===== src/rtl/knn_pkg.sv =====
// Shared constants, codes, types and helper functions of the k-nearest-neighbor classifier.
package knn_pkg;

    // Sizes of the stores and the fields.
    localparam int MAX_ROWS      = 1024;
    localparam int MAX_FEATURES  = 16;
    localparam int K_MAX         = 16;
    localparam int FEATURE_WIDTH = 16;
    localparam int LABEL_W       = 8;
    localparam int ERR_W         = 18;

    localparam int ROW_W   = $clog2(MAX_ROWS);
    localparam int CNT_W   = ROW_W + 1;
    localparam int FIDX_W  = $clog2(MAX_FEATURES);
    localparam int FCNT_W  = FIDX_W + 1;
    localparam int KIDX_W  = $clog2(K_MAX);
    localparam int KCNT_W  = KIDX_W + 1;
    localparam int ADDR_W  = ROW_W + FIDX_W;

    // Arithmetic widths.
    localparam int ACC_W   = 2 * FEATURE_WIDTH + FIDX_W + 1;
    localparam int DIST_W  = 40;
    localparam int WGT_W   = 32;
    localparam int SQRT_W  = 54;
    localparam int DVD_W   = 48;
    localparam int DVS_W   = 40;

    // Iteration counts of the multi-cycle units.
    localparam int SQRT_STEPS   = 27;
    localparam int STEP_W       = $clog2(SQRT_STEPS);
    localparam int DRAIN_CYCLES = 3;
    localparam int DIV_STEPS    = DVD_W;
    localparam int DIV_CNT_W    = $clog2(DIV_STEPS);

    // Input actions.
    localparam logic [1:0] ACT_TRAIN = 2'd0;
    localparam logic [1:0] ACT_QUERY = 2'd1;
    localparam logic [1:0] ACT_CLEAR = 2'd2;

    // Distance and weighting modes.
    localparam logic [1:0] DIST_EUCLID    = 2'd0;
    localparam logic [1:0] DIST_MANHATTAN = 2'd1;
    localparam logic [1:0] DIST_HAMMING   = 2'd2;
    localparam logic [1:0] WGT_DEMOCRATIC = 2'd0;
    localparam logic [1:0] WGT_INVERSE    = 2'd1;
    localparam logic [1:0] WGT_COMPLEMENT = 2'd2;

    // Configuration register indexes.
    localparam logic [1:0] CFG_NEIGHBORS = 2'd0;
    localparam logic [1:0] CFG_FEATURES  = 2'd1;
    localparam logic [1:0] CFG_DIST_MODE = 2'd2;
    localparam logic [1:0] CFG_WGT_MODE  = 2'd3;

    localparam logic signed [WGT_W-1:0] ONE_Q16 = 32'sh0001_0000;
    localparam logic signed [WGT_W-1:0] W_MAX   = 32'sh7FFF_FFFF;
    localparam logic signed [WGT_W-1:0] W_MIN   = 32'sh8000_0000;

    // Commands from the controller to the datapath.
    typedef struct packed {
        logic              accept;
        logic              scan_clr;
        logic              acc_clr;
        logic              feat_rd;
        logic              fin;
        logic              sqrt_step;
        logic              insert;
        logic              vote_init;
        logic              w_div_start;
        logic              w_store;
        logic              li_load;
        logic              lj_step;
        logic              l_best;
        logic              ratio_prep;
        logic              ratio_div_start;
        logic              ratio_fin;
        logic              emit;
        logic [ROW_W-1:0]  row;
        logic [FIDX_W-1:0] feat;
        logic [KIDX_W-1:0] idx;
    } t_cmd;

    // Status from the datapath to the controller.
    typedef struct packed {
        logic              query_last;
        logic [FCNT_W-1:0] fc_eff;
        logic [KCNT_W-1:0] k_eff;
        logic [CNT_W-1:0]  stored_rows;
        logic              euclid;
        logic              need_div;
        logic              div_done;
        logic              list_valid0;
        logic              idx_valid;
        logic              den_zero;
    } t_status;

    // Saturate a 33-bit signed sum to the 32-bit weight range.
    function automatic logic signed [WGT_W-1:0] sat32(input logic signed [WGT_W:0] x);
        logic signed [WGT_W-1:0] r;
        if (x > $signed({W_MAX[WGT_W-1], W_MAX})) begin
            r = W_MAX;
        end else if (x < $signed({W_MIN[WGT_W-1], W_MIN})) begin
            r = W_MIN;
        end else begin
            r = x[WGT_W-1:0];
        end
        return r;
    endfunction

endpackage


===== src/rtl/knn_ctrl.sv =====
// Controller state machine that sequences loading, scan, vote and result.
module knn_ctrl (
    input  logic             i_clk,
    input  logic             i_rst_n,
    input  logic             start,
    output logic             busy,
    input  knn_pkg::t_status i_status,
    output knn_pkg::t_cmd    o_cmd
);
    import knn_pkg::*;

    localparam logic [4:0] S_IDLE   = 5'd0;
    localparam logic [4:0] S_CLR    = 5'd1;
    localparam logic [4:0] S_ROW    = 5'd2;
    localparam logic [4:0] S_FEAT   = 5'd3;
    localparam logic [4:0] S_DRAIN  = 5'd4;
    localparam logic [4:0] S_FIN    = 5'd5;
    localparam logic [4:0] S_SQRT   = 5'd6;
    localparam logic [4:0] S_INS    = 5'd7;
    localparam logic [4:0] S_VINIT  = 5'd8;
    localparam logic [4:0] S_W      = 5'd9;
    localparam logic [4:0] S_WDIV   = 5'd10;
    localparam logic [4:0] S_LI     = 5'd11;
    localparam logic [4:0] S_LJ     = 5'd12;
    localparam logic [4:0] S_LBEST  = 5'd13;
    localparam logic [4:0] S_RATIO  = 5'd14;
    localparam logic [4:0] S_RSTART = 5'd15;
    localparam logic [4:0] S_RDIV   = 5'd16;
    localparam logic [4:0] S_OUT    = 5'd17;

    logic [4:0]        r_state, n_state;
    logic [CNT_W-1:0]  r_row, n_row;
    logic [FIDX_W-1:0] r_f, n_f;
    logic [STEP_W-1:0] r_cnt, n_cnt;
    logic [KCNT_W-1:0] r_i, n_i, r_j, n_j;

    always_ff @(posedge i_clk) begin
        if (!i_rst_n) begin
            r_state <= S_IDLE;
            r_row   <= '0;
            r_f     <= '0;
            r_cnt   <= '0;
            r_i     <= '0;
            r_j     <= '0;
        end else begin
            r_state <= n_state;
            r_row   <= n_row;
            r_f     <= n_f;
            r_cnt   <= n_cnt;
            r_i     <= n_i;
            r_j     <= n_j;
        end
    end

    assign busy = r_state != S_IDLE;

    // Next state and commands.
    always_comb begin
        n_state = r_state;
        n_row   = r_row;
        n_f     = r_f;
        n_cnt   = r_cnt;
        n_i     = r_i;
        n_j     = r_j;
        o_cmd   = '0;
        o_cmd.row  = r_row[ROW_W-1:0];
        o_cmd.feat = r_f;
        o_cmd.idx  = r_i[KIDX_W-1:0];
        case (r_state)
            S_IDLE: begin
                if (start) begin
                    o_cmd.accept = 1'b1;
                    if (i_status.query_last) begin
                        n_state = S_CLR;
                    end
                end
            end
            S_CLR: begin
                o_cmd.scan_clr = 1'b1;
                n_row   = '0;
                n_state = S_ROW;
            end
            S_ROW: begin
                if (r_row == i_status.stored_rows) begin
                    n_state = S_VINIT;
                end else begin
                    o_cmd.acc_clr = 1'b1;
                    n_f     = '0;
                    n_state = S_FEAT;
                end
            end
            S_FEAT: begin
                o_cmd.feat_rd = 1'b1;
                if ({1'b0, r_f} == i_status.fc_eff - 1'b1) begin
                    n_cnt   = '0;
                    n_state = S_DRAIN;
                end else begin
                    n_f = r_f + 1'b1;
                end
            end
            S_DRAIN: begin
                n_cnt = r_cnt + 1'b1;
                if (r_cnt == STEP_W'(DRAIN_CYCLES - 1)) begin
                    n_state = S_FIN;
                end
            end
            S_FIN: begin
                o_cmd.fin = 1'b1;
                n_cnt     = '0;
                n_state   = i_status.euclid ? S_SQRT : S_INS;
            end
            S_SQRT: begin
                o_cmd.sqrt_step = 1'b1;
                n_cnt = r_cnt + 1'b1;
                if (r_cnt == STEP_W'(SQRT_STEPS - 1)) begin
                    n_state = S_INS;
                end
            end
            S_INS: begin
                o_cmd.insert = 1'b1;
                n_row   = r_row + 1'b1;
                n_state = S_ROW;
            end
            S_VINIT: begin
                o_cmd.vote_init = 1'b1;
                n_i     = '0;
                n_state = i_status.list_valid0 ? S_W : S_OUT;
            end
            S_W: begin
                if (r_i == i_status.k_eff) begin
                    n_i     = '0;
                    n_state = S_LI;
                end else if (i_status.need_div) begin
                    o_cmd.w_div_start = 1'b1;
                    n_state = S_WDIV;
                end else begin
                    o_cmd.w_store = 1'b1;
                    n_i = r_i + 1'b1;
                end
            end
            S_WDIV: begin
                if (i_status.div_done) begin
                    o_cmd.w_store = 1'b1;
                    n_i     = r_i + 1'b1;
                    n_state = S_W;
                end
            end
            S_LI: begin
                if (r_i == i_status.k_eff) begin
                    n_state = S_RATIO;
                end else if (!i_status.idx_valid) begin
                    n_i = r_i + 1'b1;
                end else begin
                    o_cmd.li_load = 1'b1;
                    n_j     = '0;
                    n_state = S_LJ;
                end
            end
            S_LJ: begin
                o_cmd.idx = r_j[KIDX_W-1:0];
                if (r_j == i_status.k_eff) begin
                    n_state = S_LBEST;
                end else begin
                    o_cmd.lj_step = 1'b1;
                    n_j = r_j + 1'b1;
                end
            end
            S_LBEST: begin
                o_cmd.l_best = 1'b1;
                n_i     = r_i + 1'b1;
                n_state = S_LI;
            end
            S_RATIO: begin
                o_cmd.ratio_prep = 1'b1;
                n_state = S_RSTART;
            end
            S_RSTART: begin
                if (i_status.den_zero) begin
                    o_cmd.ratio_fin = 1'b1;
                    n_state = S_OUT;
                end else begin
                    o_cmd.ratio_div_start = 1'b1;
                    n_state = S_RDIV;
                end
            end
            S_RDIV: begin
                if (i_status.div_done) begin
                    o_cmd.ratio_fin = 1'b1;
                    n_state = S_OUT;
                end
            end
            S_OUT: begin
                o_cmd.emit = 1'b1;
                n_state = S_IDLE;
            end
            default: begin
                n_state = S_IDLE;
            end
        endcase
    end

endmodule


===== config.mk =====
export PLATFORM = sky130hd
export DESIGN_NAME = knn_ctrl
export DESIGN_NICKNAME = d
export VERILOG_FILES = /design/src/rtl/knn_pkg.sv /design/src/rtl/knn_ctrl.sv
export SDC_FILE = /design/constraint.sdc
export NUM_CORES = 1
export LEC_CHECK = 0
export BUFFER_PORTS_ARGS = -buffer_cell sky130_fd_sc_hd__buf_2
export CORE_ASPECT_RATIO = 1.5
export CORE_MARGIN = 10
export CORE_UTILIZATION = 48
export CTS_CLUSTER_SIZE = 14
export DETAILED_ROUTE_END_ITERATION = 12
export PLACE_DENSITY = 0.77
export SETUP_SLACK_MARGIN = 0.5
export SYNTH_ARGS = -nofsm -noshare
export SYNTH_HDL_FRONTEND = slang
export SYNTH_SLANG_ARGS = --single-unit

===== constraint.sdc =====
create_clock -name i_clk -period 1.9 [get_ports i_clk]
set_input_delay 0.285 -clock i_clk [delete_from_list [all_inputs] [get_ports i_clk]]
set_output_delay 0.285 -clock i_clk [all_outputs]
set_load 0.01 [all_outputs]

==> results.cfg <==
[run_status]
outcome = complete, but fails checks
violations = negative setup slack

[timing]
hold_viol = 0
setup_tns_ns = -7.897
fin_crit_sh_pct = 116.1
tightest_slew_ns = 0.7546
rsz0062_at_grt = true
slew_headroom_pct = 49.64
fin_ws_ns = -0.3066
finalSetupViolations = 51
final_max_slew_viol_count = 0
fmax_mhz = 453.2
hold_ws_ns = 0.4320
period_needed_ns = 2.207
finClkSkew_ns = 0.01779

[layout]
antennaDiodeCount = 0
nFillCells = 155
final_net_count = 539
drive_gt1_share_pct = 62.95
multi_input_comb_area_um2 = 2435
final_area_um2 = 4923
regArea_um2 = 726.9
area_growth_pct = 89.55

[pwr]
vdd_ir_drop_max_mv = 0.4442
powerDensity_nw_per_um2 = 549.9
power_leakage_uw = 0.002143

[place]
dp_hpwl_mm = 6.423
gp_congestion = 0.9495
portBuffers = 66
place_area_um2 = 3441

[critical_path]
path_cells = nand2b_4 > or4b_4 > buf_6 > mux2_2 > buf_6
max_stage_delay_ns = 0.53
slowest_stage = or4b_4
crit_top_cell = buf_6
cp-end-kind = output pin
crit_type = flop to output pin
arrival_ns = 1.92
start_kind = flop
cp_data_required_time_ns = 1.62
cp_max_fo = 5
startpoint = r_state[1]
r2r_start = r_state[1]

[cts]
cts_hold_buf = 0
cts_buffer_depth = 2
htree_levels = 2
cts_tree = built
cts_inserted_buffers = 5
clock_sinks = 35
clk_latency_ns = 0.32
clock-root-buffer = clkbuf_8
path_clk_slew_ns = 0.10

[routing]
num_vias = 3775
dr.pass1.iters = 8
wire_per_inst_um = 26.85
drc_errors = 0
routed_wl_mm = 15.31
drt_iter0_drc = 556
ant_nets = 0
via_per_inst = 6.623

[yosys]
synth_top_family_by_area = simple AND/OR/NAND/NOR gates
syn_avg_cell_area_um2 = 7.640
synth.distinct_cells = 56
syn_area_um2 = 2597
ys_warn_count = 0
synth_fp_nets = 378
synthAdderAreaFrac_pct = 3.372
ys.flop_type = dfxtp_1
yosysSeqAreaShare_pct = 26.97
synth.area.mux_share_pct = 4.624
synth_edf_count = 0
synth_seq_cells = 35
synthSimpleGateAreaFrac_pct = 29.14
ys_async_sr_fraction_pct = 0
synth-compound-area-share_pct = 17.20
synthXorXnorAreaFrac_pct = 11.46
syn_inst = 340

[worst_hold_path]
min_path_type = input port to flop
hp-start = i_rst_n

[global_routing]
grt_pass1_vias = 3713
grt_max_degree = 15
antenna_found_initial = 0
overflow = 0
grt_pass1_wl_mm = 18.28
grt_use_total_pct = 26.51

[die]
die_h_um = 110.1
dieArea_um2 = 8815
io_pins = 67
placementRows = 32
die_w_um = 80.07
initial_core_util_pct = 49.90
coreArea_um2 = 5205

[job]
max_cap_violations = 0
==> repair_timing <==
item	4_1_cts	5_1_grt
resized for setup	149	66
endpoints found under the setup margin	57	57
pin swaps	52	40
setup buffers	36	19
==> power breakdown <==
part	total [uW]	internal [uW]	switching, uW	leakage [uW]
Sequential	756	742	13.9	0.000291
Clock	876	525	351	0.0000644
Combinational	1080	525	550	0.00179
Total	2710	1790	916	0.00214
==> stage by stage <==
stage	worst slack [ns]	instances	power (uW)	utilization, %
floorplan	0.005596	340	1072	-
detailed placement	-0.1043	507	1271	66.11
global placement	-0.04897	507	1258	66.11
CTS	-0.2074	551	2411	85.79
global route	-0.4620	570	2755	94.59
finish	-0.3066	570	2707	94.59
==> cell usage in the layout (no fill, tap or decap), types with 5 or more instances in the layout <==
master	n
a21oi_1	13
a21oi_2	8
buf_2	52
buf_4	65
buf_6	55
buf_8	6
clkbuf_8	5
dfxtp_1	20
dfxtp_2	12
ha_1	6
inv_1	6
mux2_2	5
nand2_1	12
nand2_4	8
nand3_1	11
nor2_1	30
nor2_4	9
nor3_1	8
nor3_2	5
nor3_4	6
o21ai_0	10
o21ai_1	5
or3_1	6
xnor2_1	6
xor2_1	19
==> per-layer routing <==
| layer | share of wire (%) | GRT usage (%) | wire (um) | up-vias |
|---|---|---|---|---|
| met2 | 48 | 46.78 | 7398 | 370 |
| met5 | 0 | 0 | 0 | - |
| met4 | 9.0 | 19.82 | 1381 | 0 |
| met1 | 32 | 25.07 | 4904 | 1750 |
| li1 | - | - | - | 1502 |
| met3 | 11 | 8.347 | 1622 | 153 |
==> layout make-up <==
cell class / instances / area share (%)
multi-input cells: 268 / 49.45
repair buffers: 178 / 29.61
flip-flops and latches: 35 / 14.76
well taps: 68 / 1.728
inverters: 13 / 1.677
clock buffers: 5 / 1.398
clock inverters: 3 / 1.372
==> cell usage after synthesis (9+ instances only) <==
cell type  instances  area, um^2
xor2_1            25       219.0
nor2_1            42       157.7
buf_4             10       75.07
nor3_1            16       80.08
inv_1             13       48.80
dfxtp_1           35       700.7
o21ai_0           21       105.1
nand2_1           24       90.09
nand3_1           18       90.09
xnor2_1            9       78.83
a21oi_1           21       105.1
==> flip-flops by register name, summed over array words and instances (netlist names) <==
register	count
r_f	4
r_cnt	5
r_j	5
r_row	11
r_state	5
r_i	5
==> cells by family after synthesis <==
logic type / after synthesis
compound gates: 70
fa+ha+maj: 7
xor+xnor: 34
flops: 35
mux: 11
buf+inv: 37
simple gates: 146
==> critical path, delay by kind of cell (launching register included) <==
kind                   cells  cell delay (ns)
and+or+nand+nor            2             0.69
DFF                        1             0.34
buffers and inverters      2             0.29
muxes                      1             0.28
==> worst paths after layout <==
kind | slack, ns | cells past startpoint | end
min | 0.43 | 3 | r_state[0]
max | -0.31 | 5 | o_cmd[1]
max reg2reg | -0.29 | 8 | r_state[2]
min reg2reg | 0.53 | 2 | r_i[4]
No activity file was read; power rests on OpenSTA's default activity.
